--- src/rtl/cso_pkg.sv ---
package cso_pkg;

	// Frame defaults
	localparam int FRAME_WIDTH_DEF  = 640;
	localparam int FRAME_HEIGHT_DEF = 480;

	// Field widths
	localparam int COL_W   = 10;
	localparam int ROW_W   = 9;
	localparam int PIX_W   = 32;
	localparam int POS_W   = 12;
	localparam int CRD_W   = 13;  // wide enough for a frame size of 4096
	localparam int CFG_IDX_W  = 3;
	localparam int CFG_DATA_W = POS_W;

	// Register indexes
	localparam logic [CFG_IDX_W-1:0] CFG_CURSOR_X       = 3'd0;
	localparam logic [CFG_IDX_W-1:0] CFG_CURSOR_Y       = 3'd1;
	localparam logic [CFG_IDX_W-1:0] CFG_CURSOR_VISIBLE = 3'd2;
	localparam logic [CFG_IDX_W-1:0] CFG_CURSOR_BUTTON  = 3'd3;

	// Sprite geometry
	localparam int SPR_W = 12;
	localparam int SPR_H = 18;
	localparam int SPR_DX_W = 4;
	localparam int SPR_DY_W = 5;

	// Cursor colors
	localparam logic [PIX_W-1:0] COLOR_OUTLINE       = 32'h0003_0A10;
	localparam logic [PIX_W-1:0] COLOR_FILL_PRESSED  = 32'h0038_BDF8;
	localparam logic [PIX_W-1:0] COLOR_FILL_RELEASED = 32'h00F8_FAFC;

	typedef struct packed {
		logic [COL_W-1:0] pixel_col;
		logic [ROW_W-1:0] pixel_row;
		logic [PIX_W-1:0] source_pixel;
	} in_item_t;

	typedef struct packed {
		logic [PIX_W-1:0] out_pixel;
		logic             cursor_hit;
	} out_item_t;

	// Cursor settings, position already clamped to the frame
	typedef struct packed {
		logic [POS_W-1:0] x;
		logic [POS_W-1:0] y;
		logic             visible;
		logic             button;
	} cursor_cfg_t;

	// Outline mask of one sprite row; bit k is sprite column k
	function automatic logic [SPR_W-1:0] spr_outline(input logic [SPR_DY_W-1:0] dy);
		logic [SPR_W-1:0] m;
		case (dy)
			5'd0:    m = 12'h001;
			5'd1:    m = 12'h003;
			5'd2:    m = 12'h005;
			5'd3:    m = 12'h009;
			5'd4:    m = 12'h011;
			5'd5:    m = 12'h021;
			5'd6:    m = 12'h041;
			5'd7:    m = 12'h081;
			5'd8:    m = 12'h101;
			5'd9:    m = 12'h201;
			5'd10:   m = 12'h3E1;
			5'd11:   m = 12'h029;
			5'd12:   m = 12'h055;
			5'd13:   m = 12'h053;
			5'd14:   m = 12'h0A1;
			5'd15:   m = 12'h0A0;
			5'd16:   m = 12'h0A0;
			5'd17:   m = 12'h0E0;
			default: m = '0;
		endcase
		return m;
	endfunction

	// Fill mask of one sprite row
	function automatic logic [SPR_W-1:0] spr_fill(input logic [SPR_DY_W-1:0] dy);
		logic [SPR_W-1:0] m;
		case (dy)
			5'd2:    m = 12'h002;
			5'd3:    m = 12'h006;
			5'd4:    m = 12'h00E;
			5'd5:    m = 12'h01E;
			5'd6:    m = 12'h03E;
			5'd7:    m = 12'h07E;
			5'd8:    m = 12'h0FE;
			5'd9:    m = 12'h1FE;
			5'd10:   m = 12'h01E;
			5'd11:   m = 12'h016;
			5'd12:   m = 12'h022;
			5'd13:   m = 12'h020;
			5'd14:   m = 12'h040;
			5'd15:   m = 12'h040;
			5'd16:   m = 12'h040;
			default: m = '0;
		endcase
		return m;
	endfunction

endpackage

--- src/rtl/cso_cfg_regs.sv ---
module cso_cfg_regs
	import cso_pkg::*;
#(
	parameter int FRAME_WIDTH  = FRAME_WIDTH_DEF,
	parameter int FRAME_HEIGHT = FRAME_HEIGHT_DEF
) (
	input  logic                  clk,
	input  logic                  arst_n,
	input  logic                  cfg_we,
	input  logic [CFG_IDX_W-1:0]  cfg_index,
	input  logic [CFG_DATA_W-1:0] cfg_wdata,
	output cursor_cfg_t           cursor
);

	localparam logic [CRD_W-1:0] X_MAX = CRD_W'(FRAME_WIDTH - 1);
	localparam logic [CRD_W-1:0] Y_MAX = CRD_W'(FRAME_HEIGHT - 1);

	cursor_cfg_t cursor_q;
	logic [CRD_W-1:0] wdata_w;

	assign wdata_w = {1'b0, cfg_wdata};

	// Register file; positions are clamped as they are written
	always_ff @(posedge clk or negedge arst_n) begin
		if (!arst_n) begin
			cursor_q <= '0;
		end else if (cfg_we) begin
			case (cfg_index)
				CFG_CURSOR_X: begin
					cursor_q.x <= (wdata_w > X_MAX) ? X_MAX[POS_W-1:0] : cfg_wdata;
				end
				CFG_CURSOR_Y: begin
					cursor_q.y <= (wdata_w > Y_MAX) ? Y_MAX[POS_W-1:0] : cfg_wdata;
				end
				CFG_CURSOR_VISIBLE: begin
					cursor_q.visible <= cfg_wdata[0];
				end
				CFG_CURSOR_BUTTON: begin
					cursor_q.button <= cfg_wdata[0];
				end
				default: begin
				end
			endcase
		end
	end

	assign cursor = cursor_q;

endmodule

--- src/rtl/cso_blend.sv ---
module cso_blend
	import cso_pkg::*;
#(
	parameter int FRAME_WIDTH  = FRAME_WIDTH_DEF,
	parameter int FRAME_HEIGHT = FRAME_HEIGHT_DEF
) (
	input  in_item_t    pixel,
	input  cursor_cfg_t cursor,
	output out_item_t   result
);

	localparam logic [CRD_W-1:0] FW    = CRD_W'(FRAME_WIDTH);
	localparam logic [CRD_W-1:0] FH    = CRD_W'(FRAME_HEIGHT);
	localparam logic [CRD_W-1:0] SPR_WC = CRD_W'(SPR_W);
	localparam logic [CRD_W-1:0] SPR_HC = CRD_W'(SPR_H);

	logic [CRD_W-1:0] col_w, row_w, cx_w, cy_w, dx_w, dy_w;
	logic             in_box;
	logic [SPR_W-1:0] outline_row, fill_row;
	logic             is_outline, is_fill;

	assign col_w = CRD_W'(pixel.pixel_col);
	assign row_w = CRD_W'(pixel.pixel_row);
	assign cx_w  = CRD_W'(cursor.x);
	assign cy_w  = CRD_W'(cursor.y);
	assign dx_w  = col_w - cx_w;
	assign dy_w  = row_w - cy_w;

	// Pixel lies inside the frame and inside the sprite box
	assign in_box = cursor.visible && (col_w < FW) && (row_w < FH) &&
		(col_w >= cx_w) && (row_w >= cy_w) && (dx_w < SPR_WC) && (dy_w < SPR_HC);

	// Shape lookup; outline wins over fill
	assign outline_row = spr_outline(dy_w[SPR_DY_W-1:0]);
	assign fill_row    = spr_fill(dy_w[SPR_DY_W-1:0]);
	assign is_outline  = in_box && outline_row[dx_w[SPR_DX_W-1:0]];
	assign is_fill     = in_box && fill_row[dx_w[SPR_DX_W-1:0]];

	always_comb begin
		result.cursor_hit = is_outline || is_fill;
		if (is_outline) begin
			result.out_pixel = COLOR_OUTLINE;
		end else if (is_fill) begin
			result.out_pixel = cursor.button ? COLOR_FILL_PRESSED : COLOR_FILL_RELEASED;
		end else begin
			result.out_pixel = pixel.source_pixel;
		end
	end

endmodule

--- src/rtl/cursor_sprite_overlay_unit.sv ---
// Channel   Direction  Handshake             Payload
// in        input      in_valid / in_stall   in_item_t  (col, row, source pixel)
// out       output     out_valid / out_stall out_item_t (pixel, cursor hit)
// cfg       input      cfg_we                cfg_index, cfg_wdata
//
// One item per cycle sustained while out_stall is low; an item passes through
// the input register, then the result register, from which it leaves.
// Reset clears the cursor registers and both valid flags.
// A stall on the output holds the result register; the input register
// still fills while it is empty, so in_stall rises only when both are full.
module cursor_sprite_overlay_unit
	import cso_pkg::*;
#(
	parameter int FRAME_WIDTH  = FRAME_WIDTH_DEF,
	parameter int FRAME_HEIGHT = FRAME_HEIGHT_DEF
) (
	input  logic                  clk,
	input  logic                  arst_n,
	input  logic                  in_valid,
	output logic                  in_stall,
	input  in_item_t              in_item,
	output logic                  out_valid,
	input  logic                  out_stall,
	output out_item_t             out_item,
	input  logic                  cfg_we,
	input  logic [CFG_IDX_W-1:0]  cfg_index,
	input  logic [CFG_DATA_W-1:0] cfg_wdata
);

	cursor_cfg_t cursor;
	in_item_t    item_s1;
	logic        valid_s1;
	out_item_t   result;
	out_item_t   item_s2;
	logic        valid_s2;
	logic        adv_s1, adv_s2;

	cso_cfg_regs #(
		.FRAME_WIDTH  (FRAME_WIDTH),
		.FRAME_HEIGHT (FRAME_HEIGHT)
	) u_cfg (
		.clk       (clk),
		.arst_n    (arst_n),
		.cfg_we    (cfg_we),
		.cfg_index (cfg_index),
		.cfg_wdata (cfg_wdata),
		.cursor    (cursor)
	);

	// Stage enables
	assign adv_s2   = !valid_s2 || !out_stall;
	assign adv_s1   = !valid_s1 || adv_s2;
	assign in_stall = !adv_s1;

	// Input register
	always_ff @(posedge clk or negedge arst_n) begin
		if (!arst_n) begin
			valid_s1 <= 1'b0;
		end else if (adv_s1) begin
			valid_s1 <= in_valid;
		end
	end

	always_ff @(posedge clk) begin
		if (adv_s1 && in_valid) begin
			item_s1 <= in_item;
		end
	end

	cso_blend #(
		.FRAME_WIDTH  (FRAME_WIDTH),
		.FRAME_HEIGHT (FRAME_HEIGHT)
	) u_blend (
		.pixel  (item_s1),
		.cursor (cursor),
		.result (result)
	);

	// Result register
	always_ff @(posedge clk or negedge arst_n) begin
		if (!arst_n) begin
			valid_s2 <= 1'b0;
		end else if (adv_s2) begin
			valid_s2 <= valid_s1;
		end
	end

	always_ff @(posedge clk) begin
		if (adv_s2 && valid_s1) begin
			item_s2 <= result;
		end
	end

	assign out_valid = valid_s2;
	assign out_item  = item_s2;

	// A hit always carries one of the cursor colors
	a_hit_color: assert property (@(posedge clk) disable iff (!arst_n)
		out_valid && out_item.cursor_hit |->
			(out_item.out_pixel == COLOR_OUTLINE ||
			 out_item.out_pixel == COLOR_FILL_PRESSED ||
			 out_item.out_pixel == COLOR_FILL_RELEASED))
		else $error("cursor hit with a non-cursor color");

	// Clamped cursor position stays inside the frame
	a_clamp: assert property (@(posedge clk) disable iff (!arst_n)
		(CRD_W'(cursor.x) < CRD_W'(FRAME_WIDTH)) && (CRD_W'(cursor.y) < CRD_W'(FRAME_HEIGHT)))
		else $error("cursor position outside the frame");

	// A hidden cursor never replaces a pixel
	a_hidden: assert property (@(posedge clk) disable iff (!arst_n)
		valid_s1 && adv_s2 && !cursor.visible |=> !out_item.cursor_hit)
		else $error("hidden cursor produced a hit");

	// Input is held off only when both registers are occupied
	a_stall_full: assert property (@(posedge clk) disable iff (!arst_n)
		in_stall |-> valid_s1 && valid_s2 && out_stall)
		else $error("input stalled with room in the pipeline");

endmodule

--- config.mk ---
export PLATFORM = sky130hd
export DESIGN_NAME = cursor_sprite_overlay_unit
export DESIGN_NICKNAME = d
export VERILOG_FILES = /design/src/rtl/cso_pkg.sv /design/src/rtl/cso_cfg_regs.sv /design/src/rtl/cso_blend.sv /design/src/rtl/cursor_sprite_overlay_unit.sv
export SDC_FILE = /design/constraint.sdc
export NUM_CORES = 1
export LEC_CHECK = 0
export ABC_AREA = 1
export BUFFER_PORTS_ARGS = -buffer_cell sky130_fd_sc_hd__buf_2
export CAP_MARGIN = 40
export CORE_ASPECT_RATIO = 0.9
export CORE_MARGIN = 2
export CORE_UTILIZATION = 60
export DETAILED_ROUTE_END_ITERATION = 8
export MAX_ROUTING_LAYER = met4
export PLACE_DENSITY = 0.84
export SLEW_MARGIN = 5
export SYNTH_ARGS = -nofsm -noshare
export SYNTH_HDL_FRONTEND = slang
export SYNTH_SLANG_ARGS = --single-unit
--- constraint.sdc ---
create_clock -name clk -period 8.24 [get_ports clk]
set_input_delay 0.412 -clock clk [delete_from_list [all_inputs] [get_ports clk]]
set_output_delay 0.412 -clock clk [all_outputs]
set_load 0.005 [all_outputs]
# Word-level counts from Yosys, hierarchy flattened
# Memories as Yosys holds them, arrays and structs flattened.
# Cells that the tools add are included.
# totals
reg_bits,112
romBits,576
input_bits,71
output_inout_bits,35
word_cells,57
mem_count,2
# mem_list
memory,words,word_bits,rd,rd_ports_with_merged_regs,write_ports,line,rtl
(no name shown),32,10,1,0,0,cso_pkg.sv:55,case (dy)
(no name shown),32,8,1,0,0,cso_pkg.sv:82,case (dy)
# op_classes
add_sub_neg,2
order_cmp,9
eq_ne,3
mux,8
n_reduce_logical,22
# ops
operator,count
2-to-1 mux 32 bit,1
2-to-1 mux 12 bit,2
2-to-1 mux 24 bit,1
"less-than comparator 13 x 4 -> 1 bit, second input constant",1
"less-than comparator 13 x 5 -> 1 bit, second input constant",1
subtractor 10 x 12 -> 13 bit,1
subtractor 9 x 12 -> 13 bit,1
>= comparator 10 x 12 -> 1 bit,1
>= comparator 9 x 12 -> 1 bit,1
"greater-than comparator 12 x 10 -> 1 bit, second input constant",1
"greater-than comparator 12 x 9 -> 1 bit, second input constant",1
logical AND 1 bit,10
"less-than comparator 10 bit, second input constant",1
"less-than comparator 9 bit, second input constant",1
binary-select mux 1 bit (select 4 bit),2
AND reduction 2 bit,4
"== test 3 x 2 -> 1 bit, second input constant",2
"less-than comparator 4 x 5 -> 1 bit, second input constant",1
zero test 1 bit,4
"== test 3 x 1 -> 1 bit, second input constant",1
zero test 3 bit,1
logical OR 1 bit,3
2-to-1 mux 1 bit,2

# Depth between registers and ports, before layout
# Gate-level depths: netlist of run 1.
# logic_depth
depth_word,9
depth_mapped,23
mapped_depth_nobuf,22

# Modules after synthesis
# A second synthesis of run 1 with hierarchy kept.
# hier_totals
cells_unflattened,785
hier_area_um2,6511.2
# by_module_without_submodules
mod,n_inst,cells_each,area_each_um2,seq_area_each_um2
cso_blend,1,551,2742.6,0.0
cursor_sprite_overlay_unit,1,96,2617.5,2572.5
cso_cfg_regs,1,138,1151.1,650.6

# Worst setup path after synthesis of run 1
# No wires, ideal clock.
# synth_timing
kind,reg2reg
startpoint,"register u_cfg.cursor_q, in the netlist u_cfg.cursor[2]"
endpoint,"register item_s2, in the netlist out_item[19], data pin"
setup_ns,0.254
t_arrival_ns,2.566
path_slack_ns,5.420
path_stages_with_launch,18
n_path_buf,1
path_cell_list,dfrtp_1 -> ha_1 -> inv_1 -> fa_1 -> inv_1 -> ha_1 -> inv_1 -> o21ai_0 -> nand3_1 -> nand3_1 -> nand3_1 -> nand2_1 -> nand2_1 -> nor2_4 -> nand2_2 -> nand2_2 -> buf_8 -> nor2_4
# synth_via
elab_chain_cells,6
word_cells_on_any_way,15
cone_classes,add/sub (1); order compare (2); mux (5); reduce/logical (5); memory (2)
# synth_lines
item,line,rtl
"start, declared",cso_cfg_regs.sv:18,cursor_cfg_t cursor_q;
subtractor 9 x 12 -> 13 bit or >= comparator 9 x 12 -> 1 bit (tied branches),"cso_blend.sv:27, cso_blend.sv:31",
memory read (32 x 8 bit) or logical AND 1 bit (tied branches),--,
binary-select mux 1 bit (select 4 bit) or logical AND 1 bit (tied branches),"cso_blend.sv:37, cso_blend.sv:31",
2-to-1 mux 1 bit (not written as such) or logical AND 1 bit (tied branches),"cso_blend.sv:37, cso_blend.sv:31",
logical AND 1 bit,cso_blend.sv:37,assign is_fill = in_box && fill_row[dx_w[SPR_DX_W-1:0]];
2-to-1 mux 32 bit,cso_blend.sv:43,end else if (is_fill) begin
"end signal, assigned",cursor_sprite_overlay_unit.sv:90,item_s2 <= result;
"end, declared",cursor_sprite_overlay_unit.sv:34,out_item_t item_s2;
# Parallel ways exist; a longest one is shown, timed or not. The select of a mux whose other input is x is not followed.
# A chain may end at the register's enable or synchronous reset.

# Worst setup path in the final report of run 1
# layout_timing
startpoint,register item_s1[32] (netlist name)
endpoint,"register item_s2, in the netlist out_item[26], data pin"
# layout_via
elab_chain_cells,8
word_cells_on_any_way,18
cone_classes,add/sub (1); order compare (3); mux (5); reduce/logical (7); memory (2)
# layout_lines
item,line,rtl
"start, declared",cursor_sprite_overlay_unit.sv:31,in_item_t item_s1;
"start signal, assigned",cursor_sprite_overlay_unit.sv:66,item_s1 <= in_item;
"parallel branches: the longest is 8 deep, another holds subtractor 9 x 12 -> 13 bit",--,
# Several ways; the timed one is not identified. The select of a mux whose other input is x is not followed.

==> metrics.md, run 1 <==
| Metric | Value |
|---|---|
| Setup Buffers After CTS | 0 |
| R2R Setup Slk | 4.61 ns |
| Clock-pin slew on the worst setup and hold paths | 0.07 ns |
| Final ANT Viol Nets | 0 |
| Max Cap Viol | 0 |
| VDD IR max | 170 uV |
| Met3 wire length | 892 um |
| CP Class | reg2reg |
| Internal Power | 1080 uW |
| Final core occ | 71.2% |
| Drt initial violations | 449 |
| Worst skew pair latency | 0.35 ns |
| Die height | 101 um |
| DIE AREA | 0.0113 mm^2 |
| Top cell type's share of synthesized area | 40.1% |
| Met2 wire length | 7450 um |
| CTS tree | built |
| Crit path DAT | 3.82 ns |
| Critical Path RT | 8.43 ns |
| Sequential share of the synthesized area | 51.3% |
| H-tree depth | 3 |
| Layout area overhead | 15.6% |
| Global route overflow | 0 |
| # diodes | 0 |
| Switching share of power | 34.7% |
| RR Endpoint | out_item[26] |
| Number of remaining DRC errors | 0 |
| Lkg Pwr | 0.00361 uW |
| Port Buffers | 105 |
| Cell area after synthesis | 0.00629 mm^2 |
| Nets | 945 |
| Distinct cells, synth | 37 |
| Clock share of power | 25.8% |
| Final HPWL from detailed placement | 11500 um |
| Syn Area/Cell | 8.59 um^2 |
| Yosys reg bits | 112 |
| First drt pass iteration count | 6 |
| CP max FO | 13 |
| Worst setup endpoint | out_item[26] |
| Vias in the first global route | 4992 |
| Final Critical Period | 3.63 ns |
| Clk buf depth | 2 |
| Hold Path Class | in2async |
| Final worst path period share | 44.1% |
| Status | finished, final reports clean |
| Post-Syn Instances | 732 |
| Yosys warns | 0 |
| Vias per inst | 5.41 |
| Yosys top cell by area | edfxtp_1 |
| WL met1 | 6370 um |
| Rows | 35 |
| # clock sinks | 112 |
| Top routing layer in use | met4 |
| DIE WIDTH | 112 um |
| Skew final | 0.00738 ns |
| Worst Tran Pin Value | 0.595 ns |
| Antenna violations before repair | 0 |
| Setup TNS | 0 ns |
| Critical Path End Type | flop |
| Dpl cell area | 0.00698 mm^2 |
| Reg2reg path depth | 22 |
| CP startpoint | item_s1[32] |
| Vias | 5290 |
| Share of cells above drive strength 1 | 19.3% |
| Seq pwr share | 41.5% |
| WL per Instance | 15.4 um |
| Rel. slew slack | 60.3% |
| Total track usage | 27.7% |
| Sw power | 575 uW |
| Clock root buffer | clkbuf_16 |
| Gpl congestion | 0.937 |
| RSZ-0062 raised after global routing | no |
| Startpoint Class | flop |
| Largest cells by area after synthesis | edfxtp_1 40%, dfrtp_1 11%, nand2_1 10% |
| Reg2reg start | item_s1[32] |
| IO Count | 106 |
| Combinational Power Share | 32.7% |
| Total core area | 0.0102 mm^2 |
| Pwr Density | 228 mW/mm^2 |
| Mapped Nets | 834 |
| Final Setup Violations | 0 |
| Largest net degree at the start of global routing | 30 |
| Hold-fix buffers, CTS | 0 |
| Num CTS Buffers | 9 |
| Starting Density | 61.6% |
| Highest clock rate | 0.275 GHz |
| DRT Wirelength | 15100 um |
| Final Hold Fails | 0 |
| Max-slew violations | 0 |
| Placed insts | 961 |
| First-pass GRT wire length | 23700 um |
| Post-Layout Cell Count | 977 |
| Final instance area | 0.00727 mm^2 |
| # resized after CTS | 0 |
## Yosys cell counts (all sizes together)
library cell / count
nand2: 181
inv: 134
nor2: 114
edfxtp: 84
nand3: 65
ha: 29
dfrtp: 28
o21ai: 28
a21oi: 20
nand4: 13
buf: 7
nand3b: 4
nor3: 4
nor4: 4
a22oi: 2
a31oi: 2
clkbuf: 2
fa: 2
o22ai: 2
xor2: 2
a2bb2oi: 1
clkinv: 1
o211ai: 1
o21bai: 1
or2: 1
## critical path, cell delays in order, from the launching register on
cell and delay (ns):
edfxtp_1 0.37, inv_1 0.06, ha_1 0.13, inv_1 0.08, fa_1 0.39, nand2_1 0.10, inv_1 0.06, nor2_2 0.45
inv_2 0.17, ha_1 0.27, nor2_1 0.11, nand2_1 0.06, nand3_1 0.10, nand2_1 0.06, nand2_1 0.07, nand2_1 0.05
nand2_1 0.10, nand2_2 0.09, nand2_4 0.10, inv_2 0.05, nand2_2 0.09, nand2_2 0.32, nor2_4 0.20
## cells in the final DEF, fill, tap and decap left out, types with 2 or more instances in the layout
master,n
nand4_1,13
o22ai_1,2
o21ai_1,3
nor2_2,2
nor2_1,99
clkinv_2,2
a22oi_1,2
nand3_2,3
fa_1,2
nand3b_1,4
nand2_1,171
nor2_4,12
buf_2,105
o21ai_0,25
nor4_1,3
inv_1,123
inv_2,11
clkbuf_16,9
nor3_1,4
buf_4,2
edfxtp_1,84
nand2_4,2
a21oi_1,18
a31oi_1,2
xor2_1,2
ha_1,29
nand2_2,8
dfrtp_1,28
clkinv_1,4
nand3_1,62
## flip-flops by register name, indices dropped and copies added (netlist names)
register      count
item_s1          51
out_item         33
out_valid         1
u_cfg.cursor     26
valid_s1          1
## through the flow
stage               total power [uW]  hold WS, ns  worst slack [ns]
floorplan                       1080        0.116              5.42
global placement                1200        0.444              4.83
detailed placement              1220        0.452              4.69
CTS                             1650       0.0885              4.66
global route                    1740        0.112              4.38
finish                          1650       0.0696              4.61
## cells by family after synthesis
logic type	Yosys count	share of synthesized area, %
AOI/OAI and AO/OA	57	4.89
buffers and inverters	144	9.23
DFF	112	51.3
xor gates and xnor gates	2	0.279
adders and majority gates	31	6.41
and+or+nand+nor	386	27.9
## area by class of cell
type                       instances  area, um^2
sequential                       112        3220
fill                             776        2940
multi-input combinational        476        2500
timing repair buffer             109         588
inverter                         135         507
clock buffer                       9         225
tap                              129         161
clock inverter                     7        60.1
## metal layers
layer | vias up | global-route usage, %
li1 | 2576 | -
met4 | 0 | 9.31
met2 | 213 | 45.8
met5 | - | -
met1 | 2462 | 35.0
met3 | 39 | 4.81
## power by group through the flow
stage	Combinational, uW	Sequential, uW	Clock (uW)
after floorplan	381	696	0
after global placement	506	696	0
after detailed placement	526	698	0
after CTS	533	687	428
after global routing	600	691	449
final	542	686	427
## how the worst min path moves through the flow
stage / endpoint / slack, ns
2_1_floorplan: out_valid / 0.12
3_3_place_gp: out_valid / 0.44
3_5_place_dp: out_valid / 0.45
4_1_cts: u_cfg.cursor[19] / 0.09
5_1_grt: u_cfg.cursor[19] / 0.11
6_report: out_valid / 0.07
Note: power is estimated with default switching activity, not from simulation.
==> inputs of run 2 (changes only) <==
--- a/config.mk
+++ b/config.mk
@@ -10,10 +10,10 @@
 export CAP_MARGIN = 40
 export CORE_ASPECT_RATIO = 0.9
 export CORE_MARGIN = 2
-export CORE_UTILIZATION = 60
+export CORE_UTILIZATION = 51
 export DETAILED_ROUTE_END_ITERATION = 8
 export MAX_ROUTING_LAYER = met4
-export PLACE_DENSITY = 0.84
+export PLACE_DENSITY = 0.76
 export SLEW_MARGIN = 5
 export SYNTH_ARGS = -nofsm -noshare
 export SYNTH_HDL_FRONTEND = slang
==> constraint.sdc (replaced) <==
create_clock -name clk -period 2.98 [get_ports clk]
set_input_delay 0.149 -clock clk [delete_from_list [all_inputs] [get_ports clk]]
set_output_delay 0.149 -clock clk [all_outputs]
set_load 0.005 [all_outputs]
==> run 2 against run 1 <==
  * Final area is 13% higher
  * Final cell count is 11% higher
  * Clock skew is 0.0031 ns higher
  * Critical endpoint is now out_item[21]
  * Global-route usage is 3.6 points lower
  * Clock-buffer cell count is 1 higher
  * Via count is 2.5% higher
  * Register-to-register slack worse by 4.5 ns
  * Critical path type unchanged
  * Die area is 17% higher
  * Combinational power grew to 3.2 times the previous value
  * Critical path depth is 2 lower
==> metrics.md, run 2 (synthesis gave the netlist of run 1 again) <==
| Metric | Value |
|---|---|
| Nets | 1021 (+8.0%) |
| Critical Path RT | 3.09 ns (-5.34 ns) |
| Final Critical Period | 2.91 ns (-0.721 ns) |
| H-tree depth | 3 (unchanged) |
| Total track usage | 24.1% (-3.6 points) |
| CTS tree | built |
| Clock root buffer | clkbuf_16 |
| Starting Density | 52.3% (-9.4 points) |
| Lkg Pwr | 0.00397 uW (+10%) |
| Worst Tran Pin Value | 0.696 ns (+0.101 ns) |
| Share of cells above drive strength 1 | 23.9% (+4.6 points) |
| Final ANT Viol Nets | 0 (unchanged) |
| Layout area overhead | 30.9% |
| Max-slew violations | 0 (unchanged) |
| # clock sinks | 112 (unchanged) |
| Rel. slew slack | 53.5% (-6.8 points) |
| Commonest non-fill, non-tap cell in the layout | nand2_1 |
| WL per Instance | 13.9 um (-10%) |
| Critical Path End Type | flop |
| Startpoint Class | flop |
| Die height | 109 um (+8.1%) |
| Gpl congestion | 0.916 (-2.2%) |
| First-pass GRT wire length | 24000 um (+1.5%) |
| DIE AREA | 0.0132 mm^2 (+17%) |
| Storage element area | 0.00322 mm^2 (about the same) |
| Setup TNS | 0 ns (unchanged) |
| Highest clock rate | 0.343 GHz (+25%) |
| Max Cap Viol | 0 (unchanged) |
| Status | finished, final reports clean |
| Reg2reg start | item_s1[32] |
| DIE WIDTH | 121 um (+8.2%) |
| CP max FO | 8 (-5) |
| IO Count | 106 (unchanged) |
| Worst skew pair latency | 0.35 ns (about the same) |
| Num CTS Buffers | 9 (unchanged) |
| Combinational Power Share | 35.9% (+3.2 points) |
| Hold Slack | 0.0428 ns (-0.0268 ns) |
| Vias | 5421 (+2.5%) |
| Sw power | 1660 uW (+190%) |
| Biggest register | item_s1 |
| Rows | 38 (+8.6%) |
| Skew final | 0.0105 ns (+0.00312 ns) |
| Hold endpoint | valid_s1 |
| CP startpoint | item_s1[32] |
| Largest net degree at the start of global routing | 33 (+10%) |
| Clk buf depth | 2 (unchanged) |
| Area occupied by multi-input gates | 0.00267 mm^2 (+6.7%) |
| Total core area | 0.0120 mm^2 (+18%) |
| Clock share of power | 24.9% (-0.9 points) |
| Clock-pin slew on the worst setup and hold paths | 0.08 ns (about the same) |
| First drt pass iteration count | 5 (-1) |
| Final HPWL from detailed placement | 10800 um (-5.9%) |
| Crit path DAT | 3.02 ns (-0.80 ns) |
| RSZ-0062 raised after global routing | yes |
| Antenna violations before repair | 0 (unchanged) |
| Max reg flops | 51 (unchanged) |
| Hold Path Stages | 3 |
| Final core occ | 68.5% (-2.8 points) |
| DRT Wirelength | 15000 um (-0.26%) |
| Seq pwr share | 39.2% (-2.3 points) |
| # fillers | 927 (+19%) |
| Reg2reg path depth | 20 (-9.1%) |
| R2R Setup Slk | 0.07 ns (-4.54 ns) |
| RR Endpoint | out_item[21] |
| Final Setup Violations | 0 (unchanged) |
| Final Hold Fails | 0 (unchanged) |
| VDD IR max | 726 uV (+330%) |
| Hold path startpoint | in_valid |
| Vias in the first global route | 5189 (+3.9%) |
| Internal Power | 3190 uW (+200%) |
| Pwr Density | 589 mW/mm^2 (+160%) |
| Switching share of power | 34.3% (-0.46 points) |
| Vias per inst | 5.00 (-7.6%) |
| Hold Path Class | in2reg |
| Drt initial violations | 462 (+2.9%) |
| CP Class | reg2reg |
| Number of remaining DRC errors | 0 (unchanged) |
| # diodes | 0 (unchanged) |
| Final worst path period share | 97.7% (+54 points) |
| Global route overflow | 0 (unchanged) |
| Port Buffers | 105 (unchanged) |
| Commonest non-fill, non-tap cells in the layout | 167 x nand2_1, 118 x inv_1, 105 x buf_2 |
## run 2: cell count changes in the layout (fill, tap and decap cells not counted), moves of 7 or more
cell / delta
dlygate4sd3_1: +52
buf_4: +19
nor2_1: -11
nor2_2: +8
ha_1: -7
## run 2: power by group through the flow
| stage | clock [uW] | combinational (uW) | sequential, uW |
|---|---|---|---|
| after global placement | 0 | 1490 | 1930 |
| after CTS | 1230 | 1570 | 1900 |
| final | 1210 | 1740 | 1900 |
| after floorplan | 0 | 1050 | 1930 |
| after detailed placement | 0 | 1500 | 1930 |
| after global routing | 1300 | 1940 | 1910 |
## run 2: worst max-delay path, stage by stage, from the launching register on
cell and delay [ns]:
edfxtp_1 0.38, inv_2 0.08, ha_4 0.14, inv_4 0.03, fa_2 0.60, inv_4 0.07
buf_6 0.13, ha_2 0.17, nor2_1 0.10, nand2_1 0.06, nand3_1 0.07, nand2_1 0.05
nand2_1 0.11, nand2_1 0.07, nand2_1 0.07, nand2_2 0.06, nand2_4 0.12, nor2_8 0.06
clkbuf_16 0.17, nor2_1 0.09, nor2_1 0.05
## run 2: how the worst max path moves through the flow
stage                              end  slack (ns)  cells after the start
after floorplan           out_item[19]        0.16                     17
after global placement    out_item[12]        0.07                     21
after detailed placement  out_item[19]        0.03                     22
after CTS                 out_item[28]       0.003                     22
after global routing      out_item[24]       -0.12                     19
final                     out_item[21]        0.07                     20
## run 2: final cells by class
class                   count  share of cell area [%]
flip-flops and latches    112                    39.2
multi-input cells         476                    32.4
repair buffers            185                    16.1
inverters                 135                    6.28
clock buffers              10                    2.78
well taps                 160                    2.43
clock inverters             6                   0.836
## run 2: stage by stage
step                power [uW]  setup slack [ns]  cell area [um^2]  cells
global placement          3420            0.0707              7140   1007
CTS                       4690           0.00266              7980   1077
global route              5160            -0.123              8230   1084
floorplan                 2980             0.160              6290    732
finish                    4850            0.0674              8230   1084
detailed placement        3430            0.0346              7160   1009
## run 2: repair_timing
item / CTS / global route
endpoints found under the setup margin: 0 / 32
gates resized for setup: 0 / 53
buffers inserted: 0 / 6
hold buffers: 52 / 0
hold endpoints to repair: 79 / 0
## run 2: layer usage
layer / up-vias / GRT usage, % / part of all wire, %
li1: 2731 / - / -
met1: 2502 / 31.2 / 44
met2: 169 / 39.3 / 49
met3: 19 / 3.99 / 5.2
met4: 0 / 7.31 / 1.5
met5: - / - / 0
